===== config.mk =====
export PLATFORM = sky130hd
export DESIGN_NAME = mpu_region_access_check
export DESIGN_NICKNAME = d
export VERILOG_FILES = /design/src/design/mpu_rac_pkg.sv /design/src/design/mpu_rac_cfg.sv /design/src/design/mpu_rac_match.sv /design/src/design/mpu_region_access_check.sv
export SDC_FILE = /design/constraint.sdc
export NUM_CORES = 1
export LEC_CHECK = 0
export BUFFER_PORTS_ARGS = -buffer_cell sky130_fd_sc_hd__buf_4
export CORE_ASPECT_RATIO = 0.8
export CORE_MARGIN = 5
export CORE_UTILIZATION = 30
export CTS_BUF_LIST = sky130_fd_sc_hd__clkbuf_4 sky130_fd_sc_hd__clkbuf_8
export DETAILED_ROUTE_END_ITERATION = 10
export SETUP_SLACK_MARGIN = 0.2
export SYNTH_ARGS = -nofsm -noshare
export SYNTH_HDL_FRONTEND = slang
export SYNTH_HIERARCHICAL = 1
export SYNTH_SLANG_ARGS = --single-unit

===== constraint.sdc =====
create_clock -name aclk -period 4.45 [get_ports aclk]
set_clock_uncertainty 0.1 [all_clocks]
set_input_delay 0 -clock aclk [delete_from_list [all_inputs] [get_ports aclk]]
set_output_delay 0 -clock aclk [all_outputs]
set_load 0.01 [all_outputs]

===== src/design/mpu_rac_pkg.sv =====
`timescale 1ns / 1ps
`default_nettype none
// ----------------------------------------------------------------------------
// mpu_rac_pkg
// Types and constants shared by the region access check block.
// ----------------------------------------------------------------------------
package mpu_rac_pkg;

    // Region storage and field widths
    localparam int unsigned STORED_REGIONS = 8;
    localparam int unsigned HIT_W          = 3;
    localparam int unsigned ADDR_W         = 32;
    localparam int unsigned TAG_W          = 5;
    localparam int unsigned PADDR_W        = 6;
    localparam int unsigned PDATA_W        = 64;
    localparam int unsigned PAIRS          = 4;

    // Size tag special values
    localparam logic [TAG_W-1:0] TAG_ALL = 5'd31;
    localparam logic [TAG_W-1:0] TAG_MIN = 5'd11;

    // Register map, one 64-bit slot per register
    typedef enum logic [2:0] {
        REG_ENABLE      = 3'd0,
        REG_PERMS       = 3'd1,
        REG_CACHEABLE   = 3'd2,
        REG_FORCE_CACHE = 3'd3,
        REG_PAIR0       = 3'd4,
        REG_PAIR1       = 3'd5,
        REG_PAIR2       = 3'd6,
        REG_PAIR3       = 3'd7
    } reg_idx_t;

    // Access permission codes of a region
    typedef enum logic [1:0] {
        AP_NONE         = 2'd0,
        AP_PRIV         = 2'd1,
        AP_PRIV_OR_READ = 2'd2,
        AP_FULL         = 2'd3
    } ap_t;

    // Configuration seen by the check logic
    typedef struct packed {
        logic                                  enable;
        logic [2*STORED_REGIONS-1:0]           access_perms;
        logic [STORED_REGIONS-1:0]             region_cacheable;
        logic                                  force_cacheable;
        logic [STORED_REGIONS-1:0][ADDR_W-1:0] region_word;
    } cfg_t;

endpackage
`default_nettype wire


===== src/design/mpu_rac_cfg.sv =====
`timescale 1ns / 1ps
`default_nettype none
// ----------------------------------------------------------------------------
// mpu_rac_cfg
// APB register file holding unit enable, permissions and region words.
// ----------------------------------------------------------------------------
module mpu_rac_cfg (
    input  wire logic                              aclk,
    input  wire logic                              aresetn,
    input  wire logic                              psel,
    input  wire logic                              penable,
    input  wire logic                              pwrite,
    input  wire logic [mpu_rac_pkg::PADDR_W-1:0]   paddr,
    input  wire logic [mpu_rac_pkg::PDATA_W-1:0]   pwdata,
    output logic      [mpu_rac_pkg::PDATA_W-1:0]   prdata,
    output logic                                   pready,
    output mpu_rac_pkg::cfg_t                      cfg
);

    logic                                         enable_reg;
    logic [2*mpu_rac_pkg::STORED_REGIONS-1:0]     perms_reg;
    logic [mpu_rac_pkg::STORED_REGIONS-1:0]       cacheable_reg;
    logic                                         force_reg;
    logic [mpu_rac_pkg::PAIRS-1:0][mpu_rac_pkg::PDATA_W-1:0] pair_reg;

    mpu_rac_pkg::reg_idx_t idx;
    logic                  wr_en;

    assign pready = 1'b1;
    assign idx    = mpu_rac_pkg::reg_idx_t'(paddr[mpu_rac_pkg::PADDR_W-1:3]);
    assign wr_en  = psel && penable && pwrite && pready;

    // Write the addressed register on the access phase
    always_ff @(posedge aclk) begin
        if (!aresetn) begin
            enable_reg    <= 1'b0;
            perms_reg     <= '0;
            cacheable_reg <= '0;
            force_reg     <= 1'b1;
            pair_reg      <= '0;
        end else if (wr_en) begin
            case (idx)
                mpu_rac_pkg::REG_ENABLE:      enable_reg    <= pwdata[0];
                mpu_rac_pkg::REG_PERMS:       perms_reg     <= pwdata[15:0];
                mpu_rac_pkg::REG_CACHEABLE:   cacheable_reg <= pwdata[7:0];
                mpu_rac_pkg::REG_FORCE_CACHE: force_reg     <= pwdata[0];
                mpu_rac_pkg::REG_PAIR0:       pair_reg[0]   <= pwdata;
                mpu_rac_pkg::REG_PAIR1:       pair_reg[1]   <= pwdata;
                mpu_rac_pkg::REG_PAIR2:       pair_reg[2]   <= pwdata;
                mpu_rac_pkg::REG_PAIR3:       pair_reg[3]   <= pwdata;
                default: ;
            endcase
        end
    end

    // Read back the addressed register
    always_comb begin
        prdata = '0;
        case (idx)
            mpu_rac_pkg::REG_ENABLE:      prdata = {63'd0, enable_reg};
            mpu_rac_pkg::REG_PERMS:       prdata = {48'd0, perms_reg};
            mpu_rac_pkg::REG_CACHEABLE:   prdata = {56'd0, cacheable_reg};
            mpu_rac_pkg::REG_FORCE_CACHE: prdata = {63'd0, force_reg};
            mpu_rac_pkg::REG_PAIR0:       prdata = pair_reg[0];
            mpu_rac_pkg::REG_PAIR1:       prdata = pair_reg[1];
            mpu_rac_pkg::REG_PAIR2:       prdata = pair_reg[2];
            mpu_rac_pkg::REG_PAIR3:       prdata = pair_reg[3];
            default:                      prdata = '0;
        endcase
    end

    // Split each pair into its two region words
    always_comb begin
        cfg.enable           = enable_reg;
        cfg.access_perms     = perms_reg;
        cfg.region_cacheable = cacheable_reg;
        cfg.force_cacheable  = force_reg;
        for (int n = 0; n < mpu_rac_pkg::PAIRS; n++) begin
            cfg.region_word[2*n]   = pair_reg[n][31:0];
            cfg.region_word[2*n+1] = pair_reg[n][63:32];
        end
    end

endmodule
`default_nettype wire


===== src/design/mpu_rac_match.sv =====
`timescale 1ns / 1ps
`default_nettype none
// ----------------------------------------------------------------------------
// mpu_rac_match
// Region compare, highest-region priority pick and permission decode.
// ----------------------------------------------------------------------------
module mpu_rac_match #(
    parameter int unsigned CHECKED = 8
) (
    input  wire mpu_rac_pkg::cfg_t               cfg,
    input  wire logic [mpu_rac_pkg::ADDR_W-1:0]  address,
    input  wire logic                            privileged,
    input  wire logic                            is_write,
    output logic                                 permitted,
    output logic                                 cacheable
);

    logic [mpu_rac_pkg::STORED_REGIONS-1:0] hits;
    logic [mpu_rac_pkg::HIT_W-1:0]          hit;
    logic                                   found;
    mpu_rac_pkg::ap_t                       ap;
    logic                                   flag;

    // Compare the address with each checked region
    always_comb begin
        logic [mpu_rac_pkg::TAG_W-1:0]  tag;
        logic [mpu_rac_pkg::TAG_W-1:0]  shamt;
        logic [mpu_rac_pkg::ADDR_W-1:0] mask;
        hits = '0;
        for (int n = 0; n < mpu_rac_pkg::STORED_REGIONS; n++) begin
            tag   = cfg.region_word[n][5:1];
            // small regions are rounded up to one 4 KB page
            shamt = (tag < mpu_rac_pkg::TAG_MIN) ? mpu_rac_pkg::TAG_MIN + 5'd1
                                                 : tag + 5'd1;
            mask  = 32'hffff_ffff << shamt;
            if (n < CHECKED && cfg.region_word[n][0]) begin
                hits[n] = (tag == mpu_rac_pkg::TAG_ALL) ||
                          ((address & mask) == (cfg.region_word[n] & mask));
            end
        end
    end

    // Pick the highest-numbered matching region
    always_comb begin
        found = 1'b0;
        hit   = '0;
        for (int n = 0; n < mpu_rac_pkg::STORED_REGIONS; n++) begin
            if (hits[n]) begin
                found = 1'b1;
                hit   = mpu_rac_pkg::HIT_W'(n);
            end
        end
    end

    assign ap   = mpu_rac_pkg::ap_t'(cfg.access_perms[{hit, 1'b0} +: 2]);
    assign flag = cfg.force_cacheable || cfg.region_cacheable[hit];

    // Decode the permission code of the winning region
    always_comb begin
        permitted = 1'b0;
        cacheable = 1'b0;
        if (!cfg.enable) begin
            permitted = 1'b1;
        end else if (found) begin
            case (ap)
                mpu_rac_pkg::AP_NONE: begin
                    permitted = 1'b0;
                    cacheable = 1'b0;
                end
                mpu_rac_pkg::AP_PRIV: begin
                    permitted = privileged;
                    cacheable = flag;
                end
                mpu_rac_pkg::AP_PRIV_OR_READ: begin
                    permitted = privileged || !is_write;
                    cacheable = flag;
                end
                mpu_rac_pkg::AP_FULL: begin
                    permitted = 1'b1;
                    cacheable = flag;
                end
                default: begin
                    permitted = 1'b0;
                    cacheable = 1'b0;
                end
            endcase
        end
    end

endmodule
`default_nettype wire


===== src/design/mpu_region_access_check.sv =====
`timescale 1ns / 1ps
`default_nettype none
// The request is registered on acceptance and the decision, after one pass of
// region compare and decode, is registered when the result stage is empty or
// draining.
// Throughput: one request per cycle; the input stage keeps taking requests
// while a result waits, stalling only when both stages are full.
// Reset: synchronous, active low; clears both stage valids and the configuration
// registers, force_cacheable comes up set and the unit comes up disabled.
// ----------------------------------------------------------------------------
// mpu_region_access_check
// Checks one access address against the protection regions per cycle unless both stages are full.
// ----------------------------------------------------------------------------
module mpu_region_access_check #(
    parameter int unsigned REGIONS = 8
) (
    input  wire logic                              aclk,
    input  wire logic                              aresetn,
    // request channel
    input  wire logic                              s_tvalid,
    output logic                                   s_tready,
    input  wire logic [31:0]                       s_tdata,  // [31:0] address
    input  wire logic [1:0]                        s_tuser,  // [0] privileged, [1] is_write
    // result channel
    output logic                                   m_tvalid,
    input  wire logic                              m_tready,
    output logic      [7:0]                        m_tdata,  // [0] permitted, [1] cacheable
    // configuration port
    input  wire logic                              psel,
    input  wire logic                              penable,
    input  wire logic                              pwrite,
    input  wire logic [mpu_rac_pkg::PADDR_W-1:0]   paddr,
    input  wire logic [mpu_rac_pkg::PDATA_W-1:0]   pwdata,
    output logic      [mpu_rac_pkg::PDATA_W-1:0]   prdata,
    output logic                                   pready
);

    localparam int unsigned CHECKED =
        (REGIONS < mpu_rac_pkg::STORED_REGIONS) ? REGIONS : mpu_rac_pkg::STORED_REGIONS;

    mpu_rac_pkg::cfg_t cfg;

    logic        in_valid_reg;
    logic [31:0] addr_reg;
    logic        priv_reg;
    logic        wr_reg;
    logic        m_valid_reg;
    logic        perm_reg;
    logic        cache_reg;
    logic        perm_next;
    logic        cache_next;
    logic        advance;
    logic        s_take;

    mpu_rac_cfg u_cfg (
        .aclk    (aclk),
        .aresetn (aresetn),
        .psel    (psel),
        .penable (penable),
        .pwrite  (pwrite),
        .paddr   (paddr),
        .pwdata  (pwdata),
        .prdata  (prdata),
        .pready  (pready),
        .cfg     (cfg)
    );

    mpu_rac_match #(
        .CHECKED (CHECKED)
    ) u_match (
        .cfg        (cfg),
        .address    (addr_reg),
        .privileged (priv_reg),
        .is_write   (wr_reg),
        .permitted  (perm_next),
        .cacheable  (cache_next)
    );

    // Move a request on when the result stage is empty or draining
    assign advance  = in_valid_reg && (!m_valid_reg || m_tready);
    assign s_tready = !in_valid_reg || advance;
    assign s_take   = s_tvalid && s_tready;

    // Hold the accepted request
    always_ff @(posedge aclk) begin
        if (!aresetn) begin
            in_valid_reg <= 1'b0;
        end else if (s_take) begin
            in_valid_reg <= 1'b1;
        end else if (advance) begin
            in_valid_reg <= 1'b0;
        end
    end

    always_ff @(posedge aclk) begin
        if (s_take) begin
            addr_reg <= s_tdata;
            priv_reg <= s_tuser[0];
            wr_reg   <= s_tuser[1];
        end
    end

    // Capture the decision, drop it once taken
    always_ff @(posedge aclk) begin
        if (!aresetn) begin
            m_valid_reg <= 1'b0;
        end else if (advance) begin
            m_valid_reg <= 1'b1;
        end else if (m_tready) begin
            m_valid_reg <= 1'b0;
        end
    end

    always_ff @(posedge aclk) begin
        if (advance) begin
            perm_reg  <= perm_next;
            cache_reg <= cache_next;
        end
    end

    assign m_tvalid = m_valid_reg;
    assign m_tdata  = {6'd0, cache_reg, perm_reg};

`ifndef ASSERT_OFF
    // A stalled request side means both stages are full and the result is held
    a_stall_full: assert property (@(posedge aclk) disable iff (!aresetn)
        !s_tready |-> (in_valid_reg && m_valid_reg && !m_tready))
        else $error("request stalled without a full pipeline");

    // A disabled unit permits the access and never reports cacheable
    a_disabled: assert property (@(posedge aclk) disable iff (!aresetn)
        (advance && !cfg.enable) |=> (m_tdata[0] && !m_tdata[1]))
        else $error("disabled unit gave a restricted result");

    // An advancing request always yields a valid result next cycle
    a_advance_valid: assert property (@(posedge aclk) disable iff (!aresetn)
        advance |=> m_tvalid)
        else $error("advanced request lost");

    // A result still waiting stays valid
    a_result_held: assert property (@(posedge aclk) disable iff (!aresetn)
        (m_tvalid && !m_tready) |=> m_tvalid)
        else $error("pending result dropped");
`endif

endmodule
`default_nettype wire

==> summary.txt, run 1 <==
Status
  – Result of the run: complete, no violations

Global routing
  – Most Crowded Layer GR: met1
  – Met1 Usage GRT: 0.3230
  – Maximum number of pins on one net before global-route repair: 126
  – GR met2 Demand/Resource: 0.3101
  – Remaining Overflow, GRT: 0
  – Wire length of the first global-routing pass: 130,000 um
  – Met3 track demand over resource in global routing: 0.08363
  – Number of global-route vias before repair: 19,350
  – Global routing usage summed across all routing layers: 0.2226
  – Initial antenna violation count: 4

Final layout
  – Net total in the final layout: 2,968
  – Number of flip-flops in the largest register: 256
  – Post-route non-filler standard cell count: 3,826
  – Synthesis-to-finish area growth: 33.31%
  – Layout cells sized above 1: 0.2672

Placed design
  – HPWL reported at the end of detailed placement: 67,670 um
  – Total instance count after detailed placement: 3,551
  – Number of port buffers: 175
  – Final weighted congestion in routability-driven placement: 1.020

STA
  – Worst Hold Margin: 39.81 ps
  – Crit share post-route: 0.9897
  – Slew headroom: 0.2940
  – Final setup violating endpoints: 0
  – Transition time at the pin with the least slew margin: 1059 ps
  – Final worst path period need: 4404 ps
  – Number of hold-slack violations in the final timing report: 0
  – Max Clock Freq: 227.0 MHz
  – Final count of pins violating max slew: 0
  – Setup repair after global routing missed its margin: yes

Worst setup path
  – Slowest cell delay on critical path: 630 ps
  – Worst setup slack for register-to-register paths: 50 ps
  – CP max-delay cell: sky130_fd_sc_hd__edfxtp_1
  – R2r startpoint: addr_reg[0]$_DFFE_PP_
  – Crit path cell chain: buf_4 -> xnor2_1 -> o22ai_1 -> a2111o_1 -> nor4b_1 -> buf_4 -> o221ai_4 -> nand2_2 -> nor2_2 -> or3_4 -> a32o_2 -> or3b_1 -> a31o_1
  – Peak fanout along the critical path: 5
  – Buffers & Inverters on Critical Path: 2
  – Total number of cells along the worst setup path: 13
  – Capturing element of the worst setup path: perm_reg$_DFFE_PP_
  – Cell family with the largest share of critical-path delay: simple AND/OR/NAND/NOR gates
  – Most frequent cell on the critical path: sky130_fd_sc_hd__buf_4
  – Type of the worst setup path: register to register
  – Reg-to-reg critical path endpoint: perm_reg$_DFFE_PP_
  – WP data arrival: 4730 ps
  – Beginning of the critical path: addr_reg[0]$_DFFE_PP_
  – Required arrival time at the worst endpoint: 4770 ps
  – Critical Path Sink Type: register
  – Worst Reg2Reg Path Length in Cells: 13
  – Worst Setup Start Kind: register

Die
  – Initial cell density of the core: 0.3025
  – Number of primary I/O pins: 186
  – Full die area: 0.07659 sq mm
  – Die extent in x: 308.2 um
  – Die Y-Extent: 248.5 um
  – Floorplan core area: 0.07054 sq mm
  – Cell row count: 87

CTS
  – Clock latency at the later pin of the worst-skew pair: 690 ps
  – CTS tree: done
  – Number of levels the H-tree was split into: 2
  – CTS Root Cell: sky130_fd_sc_hd__clkbuf_8
  – Clk slew on worst S/H paths: 60 ps
  – CTS Buf Count: 59
  – Clock sink count: 320
  – Max clock buf depth: 3

Synth
  – Post-synth design cell area: 0.02134 sq mm
  – Fraction of post-synthesis cell area in the top cell type by area: 0.2665
  – Synth area leader: sky130_fd_sc_hd__dfxtp_1
  – Top post-synthesis cells by area: sky130_fd_sc_hd__dfxtp_1, sky130_fd_sc_hd__mux2i_1, sky130_fd_sc_hd__nand2_1
  – Synth cell types: 100
  – Top cells by count, synth: sky130_fd_sc_hd__nand2_1, sky130_fd_sc_hd__mux2i_1, sky130_fd_sc_hd__dfxtp_1
  – Flop and latch count out of synthesis: 320
  – Number of synthesized flops with an enable pin: 36
  – Most frequent cell after synthesis: sky130_fd_sc_hd__nand2_1
  – Most used DFF post-synth: sky130_fd_sc_hd__dfxtp_1
  – Total number of yosys warnings: 6
  – Synth Area per Inst: 9.072 sq um
  – Number of instances in the synthesized netlist: 2,352
  – Sequential cell area fraction in the yosys report: 0.3171
  – Post-synthesis async set-or-reset flop share: 0

Power
  – Maximum resistive drop on vdd: 0.2089 mV
  – Power, Total: 7.097 mW
  – Cell area power density: 249.5 mW/mm^2
  – Static leakage: 10.89 nW

Detailed routing
  – Detailed-routing iteration count for the pre-antenna-repair pass: 6
  – Final wirelength: 89,830 um
  – DRT antenna net count: 0
  – Residual DRC: 0
  – Average wire length per cell after detail routing: 23.48 um
  – DRC marker count from the first detailed-route iteration: 2,134
  – Via count: 20,440
  – Drt via density: 5.342

Job
  – # Max-Cap Violations: 0

Worst hold path
  – Worst Hold Depth: 2
  – Min-delay worst type: input port to register
-- routing by layer --
metal,up-vias,part of all wire
met5,-,0.00036
li1,9368,-
met3,133,0.12
met4,4,0.026
met1,9989,0.45
met2,945,0.40
-- where the power goes --
group	switching [mW]	internal, mW
Combinational	0.560	0.414
Clock	1.37	1.74
Sequential	0.0585	2.96
-- per-stage QoR --
stage          utilization  TNS [ps]  worst slack (ps)  instance area [sq um]
6_report            0.4032         0             45.61                  28440
2_1_floorplan            -         0             172.1                  21500
5_1_grt             0.4032    -55.45            -55.45                  28440
3_3_place_gp        0.3559    -31.97            -31.97                  25110
3_5_place_dp        0.3559    -68.68            -68.68                  25110
4_1_cts             0.3976         0             139.7                  28040
-- cells in the final DEF, fill, tap and decap left out, types with 14 or more instances in the layout --
master / Yosys / routed
sky130_fd_sc_hd__dlygate4sd3_1: 0 / 146
sky130_fd_sc_hd__dfxtp_1: 284 / 269
sky130_fd_sc_hd__nand2_1: 417 / 416
sky130_fd_sc_hd__nand2b_1: 23 / 22
sky130_fd_sc_hd__nor2b_1: 28 / 25
sky130_fd_sc_hd__nor3_1: 25 / 21
sky130_fd_sc_hd__buf_4: 17 / 444
sky130_fd_sc_hd__a21oi_1: 81 / 77
sky130_fd_sc_hd__mux2i_1: 301 / 301
sky130_fd_sc_hd__a211oi_1: 18 / 14
sky130_fd_sc_hd__clkbuf_8: 0 / 72
sky130_fd_sc_hd__mux4_2: 61 / 61
sky130_fd_sc_hd__xor2_1: 134 / 132
sky130_fd_sc_hd__a31oi_1: 18 / 16
sky130_fd_sc_hd__clkbuf_4: 0 / 18
sky130_fd_sc_hd__and3_1: 16 / 15
sky130_fd_sc_hd__xnor2_1: 124 / 123
sky130_fd_sc_hd__inv_1: 28 / 26
sky130_fd_sc_hd__and2_1: 56 / 55
sky130_fd_sc_hd__nor2_1: 92 / 85
sky130_fd_sc_hd__nand3_1: 39 / 37
sky130_fd_sc_hd__edfxtp_1: 36 / 36
sky130_fd_sc_hd__clkinv_2: 0 / 15
sky130_fd_sc_hd__o21ai_0: 77 / 67
-- layout make-up --
type	instances	area, sq um
fill	7001	42090
multi-input combinational	1824	14000
sequential	320	6790
timing repair buffer	608	5084
tap	934	1169
clock buffer	90	1126
clock inverter	19	162.7
inverter	28	105.1
antenna	3	7.507
-- how the worst min path moves through the flow --
stage | slack [ps] | endpoint | from
after global placement | 80 | addr_reg[24]$_DFFE_PP_ | s_tdata[24]
after floorplan | -1 | addr_reg[0]$_DFFE_PP_ | s_tdata[0]
after CTS | 30 | u_cfg/enable_reg$_SDFFE_PN0P_ | paddr[3]
after global routing | 50 | addr_reg[6]$_DFFE_PP_ | s_tdata[6]
final | 40 | u_cfg/enable_reg$_SDFFE_PN0P_ | paddr[3]
after detailed placement | 80 | addr_reg[27]$_DFFE_PP_ | s_tdata[27]
-- kinds of logic (layout without fill, tap and decap cells) --
logic type,count (synthesis),after routing,share of synthesized area
flip-flops,320,320,0.3171
multiplexers,376,376,0.2132
AND/OR/NAND/NOR,771,771,0.1718
buffers and inverters,213,745,0.05231
adder cells (fa/ha/maj),16,16,0.009382
AO/OA/AOI/OAI,396,396,0.1300
XOR/XNOR,258,258,0.1059
other,2,10,0.0003520
-- repair_timing --
item                       4_1_cts  5_1_grt
hold endpoints to repair       331        0
pin swaps                       11       35
buffers inserted                 4       13
gates resized for setup         35       81
setup endpoints to repair        2        2
hold buffers                   146        0
No activity file was read; power rests on OpenSTA's default activity.
==> run 2: changes to the inputs <==
RECOVER_POWER = 25   (was unset)
==> run 2 against run 1 <==
Compared with the run above:
- the flow now finishes with violations (max-capacitance violations, max-slew violations)
- final cell count barely moved
- sequential share of layout area rose by 0.068 points
- critical path depth rose by 3
- clock power barely moved
- critical endpoint unchanged
- sequential cell count did not move
- register-to-register slack barely moved
- via count fell by 0.15%
- highest routed layer unchanged
==> summary.txt, run 2 (synthesis results as in run 1) <==
Worst setup path
  – Type of the worst setup path: register to register (unchanged)
  – Beginning of the critical path: addr_reg[16]$_DFFE_PP_ (was addr_reg[0]$_DFFE_PP_)
  – Peak fanout along the critical path: 5 (unchanged)
  – Crit path cell chain: buf_4 -> xor2_1 -> nor2_1 -> a41oi_2 -> a221oi_2 -> o2111ai_1 -> o41ai_2 -> buf_4 -> nand3_2 -> o311ai_4 -> buf_4 -> a21boi_0 -> a211o_1 -> a32o_2 -> or3b_1 -> a31o_1 (was buf_4 -> xnor2_1 -> o22ai_1 -> a2111o_1 -> nor4b_1 -> buf_4 -> o221ai_4 -> nand2_2 -> nor2_2 -> or3_4 -> a32o_2 -> or3b_1 -> a31o_1)
  – Required arrival time at the worst endpoint: 4780 ps (was 4770 ps)
  – Reg-to-reg critical path endpoint: perm_reg$_DFFE_PP_ (unchanged)
  – Most frequent cell on the critical path: sky130_fd_sc_hd__buf_4 (unchanged)
  – CP max-delay cell: sky130_fd_sc_hd__edfxtp_1 (unchanged)
  – Slowest cell delay on critical path: 540 ps (was 630 ps)
  – Worst Reg2Reg Path Length in Cells: 16 (was 13)
  – WP data arrival: 4740 ps (was 4730 ps)
  – Worst Setup Start Kind: register (unchanged)
  – Worst setup slack for register-to-register paths: 40 ps (was 50 ps)
  – Critical Path Sink Type: register (unchanged)
  – Capturing element of the worst setup path: perm_reg$_DFFE_PP_ (unchanged)
  – R2r startpoint: addr_reg[16]$_DFFE_PP_ (was addr_reg[0]$_DFFE_PP_)

Global routing
  – Remaining Overflow, GRT: 0 (unchanged)
  – Initial antenna violation count: 4 (unchanged)
  – Wire length of the first global-routing pass: 130,000 um (unchanged)
  – Global routing usage summed across all routing layers: 0.2226 (unchanged)
  – Maximum number of pins on one net before global-route repair: 126 (unchanged)
  – Number of global-route vias before repair: 19,350 (unchanged)

Detailed routing
  – DRC marker count from the first detailed-route iteration: 2,173 (was 2,134)
  – Average wire length per cell after detail routing: 23.47 um (was 23.48 um)
  – Detailed-routing iteration count for the pre-antenna-repair pass: 7 (was 6)
  – Residual DRC: 0 (unchanged)
  – Final wirelength: 89,840 um (was 89,830 um)
  – DRT antenna net count: 0 (unchanged)
  – Drt via density: 5.333 (was 5.342)
  – Via count: 20,410 (was 20,440)

STA
  – Final worst path period need: 4414 ps (was 4404 ps)
  – Number of hold-slack violations in the final timing report: 0 (unchanged)
  – Max Clock Freq: 226.6 MHz (was 227.0 MHz)
  – Crit share post-route: 0.9919 (was 0.9897)
  – Final count of pins violating max slew: 184 (was 0)
  – Transition time at the pin with the least slew margin: 3475 ps (was 1059 ps)
  – Setup repair after global routing missed its margin: yes (unchanged)
  – Final setup violating endpoints: 0 (unchanged)
  – Slew headroom: -1.317 (was 0.2940)
  – Worst Hold Margin: 36.25 ps (was 39.81 ps)

Die
  – Floorplan core area: 0.07054 sq mm (unchanged)
  – Die Y-Extent: 248.5 um (unchanged)
  – Die extent in x: 308.2 um (unchanged)
  – Initial cell density of the core: 0.3025 (unchanged)
  – Cell row count: 87 (unchanged)
  – Full die area: 0.07659 sq mm (unchanged)
  – Number of primary I/O pins: 186 (unchanged)

Placed design
  – Final weighted congestion in routability-driven placement: 1.020 (unchanged)
  – HPWL reported at the end of detailed placement: 67,670 um (unchanged)
  – Number of port buffers: 175 (unchanged)
  – Total instance count after detailed placement: 3,551 (unchanged)

CTS
  – Max clock buf depth: 3 (unchanged)
  – Clock sink count: 320 (unchanged)
  – Clock latency at the later pin of the worst-skew pair: 690 ps (about the same)
  – CTS Root Cell: sky130_fd_sc_hd__clkbuf_8 (unchanged)
  – CTS Buf Count: 59 (unchanged)
  – Number of levels the H-tree was split into: 2 (unchanged)
  – CTS tree: done (unchanged)
  – Clk slew on worst S/H paths: 60 ps (about the same)

Job
  – # Max-Cap Violations: 3 (was 0)

Power
  – Static leakage: 10.81 nW (was 10.89 nW)
  – Maximum resistive drop on vdd: 0.2095 mV (was 0.2089 mV)
  – Cell area power density: 250.0 mW/mm^2 (was 249.5 mW/mm^2)
  – Power, Total: 7.092 mW (was 7.097 mW)

Final layout
  – Final design utilization: 0.4021 (was 0.4032)
  – Most frequent cells in the layout: sky130_fd_sc_hd__nand2_1, sky130_fd_sc_hd__buf_4, sky130_fd_sc_hd__mux2i_1, sky130_fd_sc_hd__dfxtp_1, sky130_fd_sc_hd__dlygate4sd3_1 (was sky130_fd_sc_hd__buf_4, sky130_fd_sc_hd__nand2_1, sky130_fd_sc_hd__mux2i_1, sky130_fd_sc_hd__dfxtp_1, sky130_fd_sc_hd__dlygate4sd3_1)
  – Post-route non-filler standard cell count: 3,827 (was 3,826)
  – Synthesis-to-finish area growth: 32.93% (was 33.31%)
  – Number of flip-flops in the largest register: 256 (unchanged)
  – Most common cell after layout, fill and taps aside: sky130_fd_sc_hd__nand2_1 (was sky130_fd_sc_hd__buf_4)
  – Layout cells sized above 1: 0.2627 (was 0.2672)
  – Net total in the final layout: 2,968 (unchanged)

Worst hold path
  – Startpoint of the tightest hold check path: paddr[3] (unchanged)
  – Min-delay worst type: input port to register (unchanged)

Status
  – Violations in the final reports: max-capacitance violations, max-slew violations
  – Result of the run: finished, violations left (was complete, no violations)
## run 2: repair_timing
action,4_1_cts,5_1_grt
setup endpoints to repair,2,2
buffers inserted,4,13
gates resized for setup,35,81
hold buffers,146,0
hold endpoints to repair,331,0
pin swaps,11,35
## run 2: layout make-up
class	count	area (sq um)
Sequential cell	320	6790
Fill cell	7021	42180
Tap cell	934	1169
Clock buffer	90	1126
Timing Repair Buffer	608	5027
Inverter	28	105.1
Clock inverter	19	162.7
Multi-Input combinational cell	1824	13970
Antenna cell	4	10.01
## run 2: worst min path at each step
stage	cells after the start	end
4_1_cts	2	u_cfg/enable_reg$_SDFFE_PN0P_
3_5_place_dp	1	addr_reg[27]$_DFFE_PP_
5_1_grt	2	addr_reg[6]$_DFFE_PP_
6_report	2	u_cfg/enable_reg$_SDFFE_PN0P_
2_1_floorplan	0	addr_reg[0]$_DFFE_PP_
3_3_place_gp	1	addr_reg[24]$_DFFE_PP_
## run 2: power by group
| group | internal (mW) | switching, mW |
|---|---|---|
| Sequential | 2.96 | 0.0578 |
| Combinational | 0.411 | 0.558 |
| Clock | 1.74 | 1.37 |
## run 2: through the flow
stage / TNS [ps] / setup WS, ps / area [sq um]
2_1_floorplan: 0 / 172.1 / 21500
3_3_place_gp: -31.97 / -31.97 / 25110
3_5_place_dp: -68.68 / -68.68 / 25110
4_1_cts: 0 / 139.7 / 28040
5_1_grt: -55.45 / -55.45 / 28350
6_report: 0 / 36.07 / 28360
## run 2: per-layer routing
layer,share of wire,wire length [um],vias up,global-route usage
li1,-,-,9373,-
met2,0.40,36260,939,0.3101
met5,0.00016,14,-,0
met4,0.026,2303,2,0.05501
met1,0.45,40580,9958,0.3230
met3,0.12,10670,136,0.08363
## run 2: worst max-delay path, delay by kind of cell (launching register included)
kind / cells / cell delay, ps
xor gates and xnor gates: 1 / 220
AOI/OAI and AO/OA: 9 / 1990
buffers and inverters: 3 / 620
and+or+nand+nor: 3 / 660
DFF: 1 / 540
==> run 3: changes to the inputs <==
BUFFER_PORTS_ARGS = -buffer_cell sky130_fd_sc_hd__buf_2   (was -buffer_cell sky130_fd_sc_hd__buf_4)
SYNTH_HIERARCHICAL = unset   (was 1)
==> run 3 against run 2 <==
Compared with the run above:
- the run still ends with max-capacitance violations, max-slew violations left
- sequential share of layout area grew 2.1 points
- first-iteration DRC count grew 32%
- final cell count grew 3.3%
- highest routed layer unchanged
==> summary.txt, run 3 <==
Status
  – Result of the run: finished, violations left (unchanged)
  – Violations in the final reports: max-capacitance violations, max-slew violations (unchanged)

Synth
  – Flop and latch count out of synthesis: 320 (unchanged)
  – Synth area leader: sky130_fd_sc_hd__dfxtp_1 (unchanged)
  – Most used DFF post-synth: sky130_fd_sc_hd__dfxtp_1 (unchanged)
  – Total number of yosys warnings: 0 (was 6)
  – Top cells by count, synth: sky130_fd_sc_hd__nand2_1, sky130_fd_sc_hd__dfxtp_1, sky130_fd_sc_hd__a21boi_0 (was sky130_fd_sc_hd__nand2_1, sky130_fd_sc_hd__mux2i_1, sky130_fd_sc_hd__dfxtp_1)
  – Synth cell types: 97 (was 100)
  – Post-synth design cell area: 0.02076 sq mm (was 0.02134 sq mm)
  – Most frequent cell after synthesis: sky130_fd_sc_hd__nand2_1 (unchanged)
  – Synth Area per Inst: 7.798 sq um (was 9.072 sq um)
  – Fraction of post-synthesis cell area in the top cell type by area: 0.2739 (was 0.2665)
  – Number of instances in the synthesized netlist: 2,662 (was 2,352)
  – Number of synthesized flops with an enable pin: 36 (unchanged)
  – Sequential cell area fraction in the yosys report: 0.3260 (was 0.3171)
  – Top post-synthesis cells by area: sky130_fd_sc_hd__dfxtp_1, sky130_fd_sc_hd__nand2_1, sky130_fd_sc_hd__a21boi_0 (was sky130_fd_sc_hd__dfxtp_1, sky130_fd_sc_hd__mux2i_1, sky130_fd_sc_hd__nand2_1)
  – Post-synthesis async set-or-reset flop share: 0 (unchanged)

Global routing
  – Number of global-route vias before repair: 19,860 (was 19,350)
  – Maximum number of pins on one net before global-route repair: 166 (was 126)
  – Remaining Overflow, GRT: 0 (unchanged)
  – Wire length of the first global-routing pass: 137,400 um (was 130,000 um)
  – Initial antenna violation count: 10 (was 4)
  – Global routing usage summed across all routing layers: 0.2402 (was 0.2226)

Die
  – Cell row count: 86 (was 87)
  – Number of primary I/O pins: 186 (unchanged)
  – Full die area: 0.07459 sq mm (was 0.07659 sq mm)
  – Die Y-Extent: 245.3 um (was 248.5 um)
  – Die extent in x: 304.1 um (was 308.2 um)
  – Initial cell density of the core: 0.3019 (was 0.3025)
  – Floorplan core area: 0.06876 sq mm (was 0.07054 sq mm)

CTS
  – CTS Buf Count: 57 (was 59)
  – Clock sink count: 320 (unchanged)
  – CTS Root Cell: sky130_fd_sc_hd__clkbuf_8 (unchanged)
  – Number of levels the H-tree was split into: 2 (unchanged)
  – Clock latency at the later pin of the worst-skew pair: 680 ps (was 690 ps)
  – CTS tree: done (unchanged)
  – Max clock buf depth: 3 (unchanged)
  – Clk slew on worst S/H paths: 60 ps (about the same)

STA
  – Max Clock Freq: 232.7 MHz (was 226.6 MHz)
  – Number of hold-slack violations in the final timing report: 0 (unchanged)
  – Final count of pins violating max slew: 405 (was 184)
  – Final setup violating endpoints: 0 (unchanged)
  – Slew headroom: -0.9615 (was -1.317)
  – Worst Hold Margin: 55.79 ps (was 36.25 ps)
  – Setup TNS: 0 ps (unchanged)
  – Final worst path period need: 4297 ps (was 4414 ps)
  – Crit share post-route: 0.9656 (was 0.9919)
  – Transition time at the pin with the least slew margin: 2942 ps (was 3475 ps)
  – Setup repair after global routing missed its margin: no (was yes)

Power
  – Maximum resistive drop on vdd: 0.2200 mV (was 0.2095 mV)
  – Cell Int Power: 4.965 mW (was 5.105 mW)
  – Net switching component of the power: 1.939 mW (was 1.987 mW)
  – Cell area power density: 265.4 mW/mm^2 (was 250.0 mW/mm^2)
  – Static leakage: 9.611 nW (was 10.81 nW)
  – Clk network pwr share: 0.438 (about the same)
  – Sw Ratio: 0.2808 (was 0.2801)
  – Proportion of power drawn by flip-flops and latches: 0.439 (was 0.425)
  – Proportion of power drawn by combinational gates: 0.122 (was 0.137)

Detailed routing
  – Via count: 21,840 (was 20,410)
  – DRT antenna net count: 0 (unchanged)
  – Drt via density: 5.523 (was 5.333)
  – Average wire length per cell after detail routing: 23.90 um (was 23.47 um)
  – Detailed-routing iteration count for the pre-antenna-repair pass: 6 (was 7)
  – Final wirelength: 94,520 um (was 89,840 um)
  – DRC marker count from the first detailed-route iteration: 2,859 (was 2,173)
  – Residual DRC: 0 (unchanged)

Worst setup path
  – CP max-delay cell: sky130_fd_sc_hd__clkbuf_1 (was sky130_fd_sc_hd__edfxtp_1)
  – Beginning of the critical path: paddr[3] (was addr_reg[16]$_DFFE_PP_)
  – Buffers & Inverters on Critical Path: 5 (was 3)
  – Critical Path Sink Type: register (unchanged)
  – Cell family with the largest share of critical-path delay: buffers and inverters (was compound AO/OA/AOI/OAI gates)
  – Peak fanout along the critical path: 51 (was 5)
  – Worst Setup Start Kind: input port (was register)
  – WP data arrival: 4820 ps (was 4740 ps)
  – Slowest cell delay on critical path: 1150 ps (was 540 ps)
  – Required arrival time at the worst endpoint: 4970 ps (was 4780 ps)
  – Type of the worst setup path: input port to register (was register to register)
  – R2r startpoint: u_cfg.cfg[65]$_SDFFE_PN0P_ (was addr_reg[16]$_DFFE_PP_)
  – Crit path cell chain: dlygate4sd3_1 -> clkbuf_1 -> nor3b_2 -> clkbuf_2 -> nand2_1 -> clkbuf_2 -> nand2_1 -> a21boi_0 -> dlygate4sd3_1 (was buf_4 -> xor2_1 -> nor2_1 -> a41oi_2 -> a221oi_2 -> o2111ai_1 -> o41ai_2 -> buf_4 -> nand3_2 -> o311ai_4 -> buf_4 -> a21boi_0 -> a211o_1 -> a32o_2 -> or3b_1 -> a31o_1)

Placed design
  – Number of port buffers: 175 (unchanged)
  – Standard cell area after detailed placement: 0.02303 sq mm (was 0.02511 sq mm)
  – Final weighted congestion in routability-driven placement: 1.012 (was 1.020)
  – HPWL reported at the end of detailed placement: 67,990 um (was 67,670 um)

Final layout
  – FILL cells: 7,102 (was 7,021)
  – Final design utilization: 0.3783 (was 0.4021)
  – Most frequent cells in the layout: sky130_fd_sc_hd__nand2_1, sky130_fd_sc_hd__dfxtp_1, sky130_fd_sc_hd__a21boi_0, sky130_fd_sc_hd__buf_2, sky130_fd_sc_hd__xnor2_1 (was sky130_fd_sc_hd__nand2_1, sky130_fd_sc_hd__buf_4, sky130_fd_sc_hd__mux2i_1, sky130_fd_sc_hd__dfxtp_1, sky130_fd_sc_hd__dlygate4sd3_1)
  – Synthesis-to-finish area growth: 25.31% (was 32.93%)
  – Net total in the final layout: 3,108 (was 2,968)
  – Multi-input combinational cell area: 0.01321 sq mm (was 0.01397 sq mm)
  – Number of flip-flops in the largest register: 256 (unchanged)
  – Layout cells sized above 1: 0.1703 (was 0.2627)
  – Most common cell after layout, fill and taps aside: sky130_fd_sc_hd__nand2_1 (unchanged)
  – FF/Latch Area: 0.006773 sq mm (was 0.006790 sq mm)
  – Final Instance Area: 0.02601 sq mm (was 0.02836 sq mm)

Worst hold path
  – Startpoint of the tightest hold check path: pwdata[46] (was paddr[3])
  – Min-delay worst type: input port to register (unchanged)

Job
  – # Max-Cap Violations: 5 (was 3)
-- run 3: changes by cell type in the layout (fill, tap and decap cells not counted), sizes merged, moves of 20 or more --
cell,delta
mux2i,-266
nor2,-20
a22oi,+99
xor2,-33
a21boi,+267
nand2,+267
clkbuf,-28
mux4,-53
xnor2,+24
and2,-42
nand3,+22
buf,-105
-- run 3: final cells by class --
type                       count  area share
sequential                   320      0.2604
timing repair buffer         473      0.1364
clock inverter                11    0.003944
multi-input combinational   2106      0.5078
antenna                        7   0.0006734
inverter                      23    0.003319
tap                          924     0.04444
clock buffer                  91     0.04310
-- run 3: path summary, 6_finish.rpt --
check                                              endpoint  slack [ps]  cells after the start
worst min-delay path            u_cfg.cfg[238]$_SDFFE_PN0P_          60                      4
worst min register to register  u_cfg.cfg[211]$_SDFFE_PN0P_         390                      2
worst max-delay path             u_cfg.cfg[26]$_SDFFE_PN0P_         150                      9
worst max register to register       perm_reg$_SDFFCE_PN1P_         350                     18
-- run 3: cells by family (layout without fill, tap and decap cells) --
kind of cell	Yosys count	in the layout	share of synthesized area
buf+inv	241	598	0.04798
other cells	2	14	0.0003618
mux	58	58	0.03466
fa+ha+maj	18	18	0.01061
simple gates	1024	1024	0.2161
compound gates	750	750	0.2593
xor+xnor	249	249	0.1051
flops	320	320	0.3260
-- run 3: power by group through the flow --
stage / registers, mW / clock network, mW / logic (mW)
after CTS: 3.04 / 3.07 / 0.792
after floorplan: 3.04 / 0 / 0.395
final: 3.03 / 3.03 / 0.845
after detailed placement: 3.10 / 0 / 0.686
after global routing: 3.03 / 3.20 / 0.880
after global placement: 3.10 / 0 / 0.691
-- run 3: routing by layer --
metal / vias to the layer above / wire [um] / track usage
li1: 9942 / - / -
met1: 10400 / 42300 / 0.3558
met2: 1316 / 37800 / 0.3379
met3: 180 / 11410 / 0.06470
met4: 2 / 2997 / 0.07180
met5: - / 13 / 0
-- run 3: stage by stage --
| step | setup WS (ps) | power (mW) | cells |
|---|---|---|---|
| 3_3_place_gp | 107.1 | 3.790 | 3682 |
| 5_1_grt | 112.2 | 7.116 | 3951 |
| 3_5_place_dp | 64.73 | 3.785 | 3682 |
| 2_1_floorplan | 383.6 | 3.433 | 2667 |
| 4_1_cts | 201.1 | 6.899 | 3930 |
| 6_report | 153.1 | 6.904 | 3955 |
-- run 3: timing repair --
action                     in CTS  in global routing
setup endpoints to repair       2                  2
hold buffers                  145                  0
gates resized for setup         9                 38
pin swaps                       0                 17
hold endpoints to repair      320                  0
buffers inserted                1                 18
-- run 3: worst register-to-register path, delay by kind of cell (launching register included) --
| family | cells | cell delay, ps |
|---|---|---|
| adder cells (fa/ha/maj) | 2 | 500 |
| multiplexers | 1 | 350 |
| AND/OR/NAND/NOR | 4 | 590 |
| AO/OA/AOI/OAI | 9 | 1670 |
| flip-flops | 1 | 310 |
| buffers and inverters | 2 | 300 |
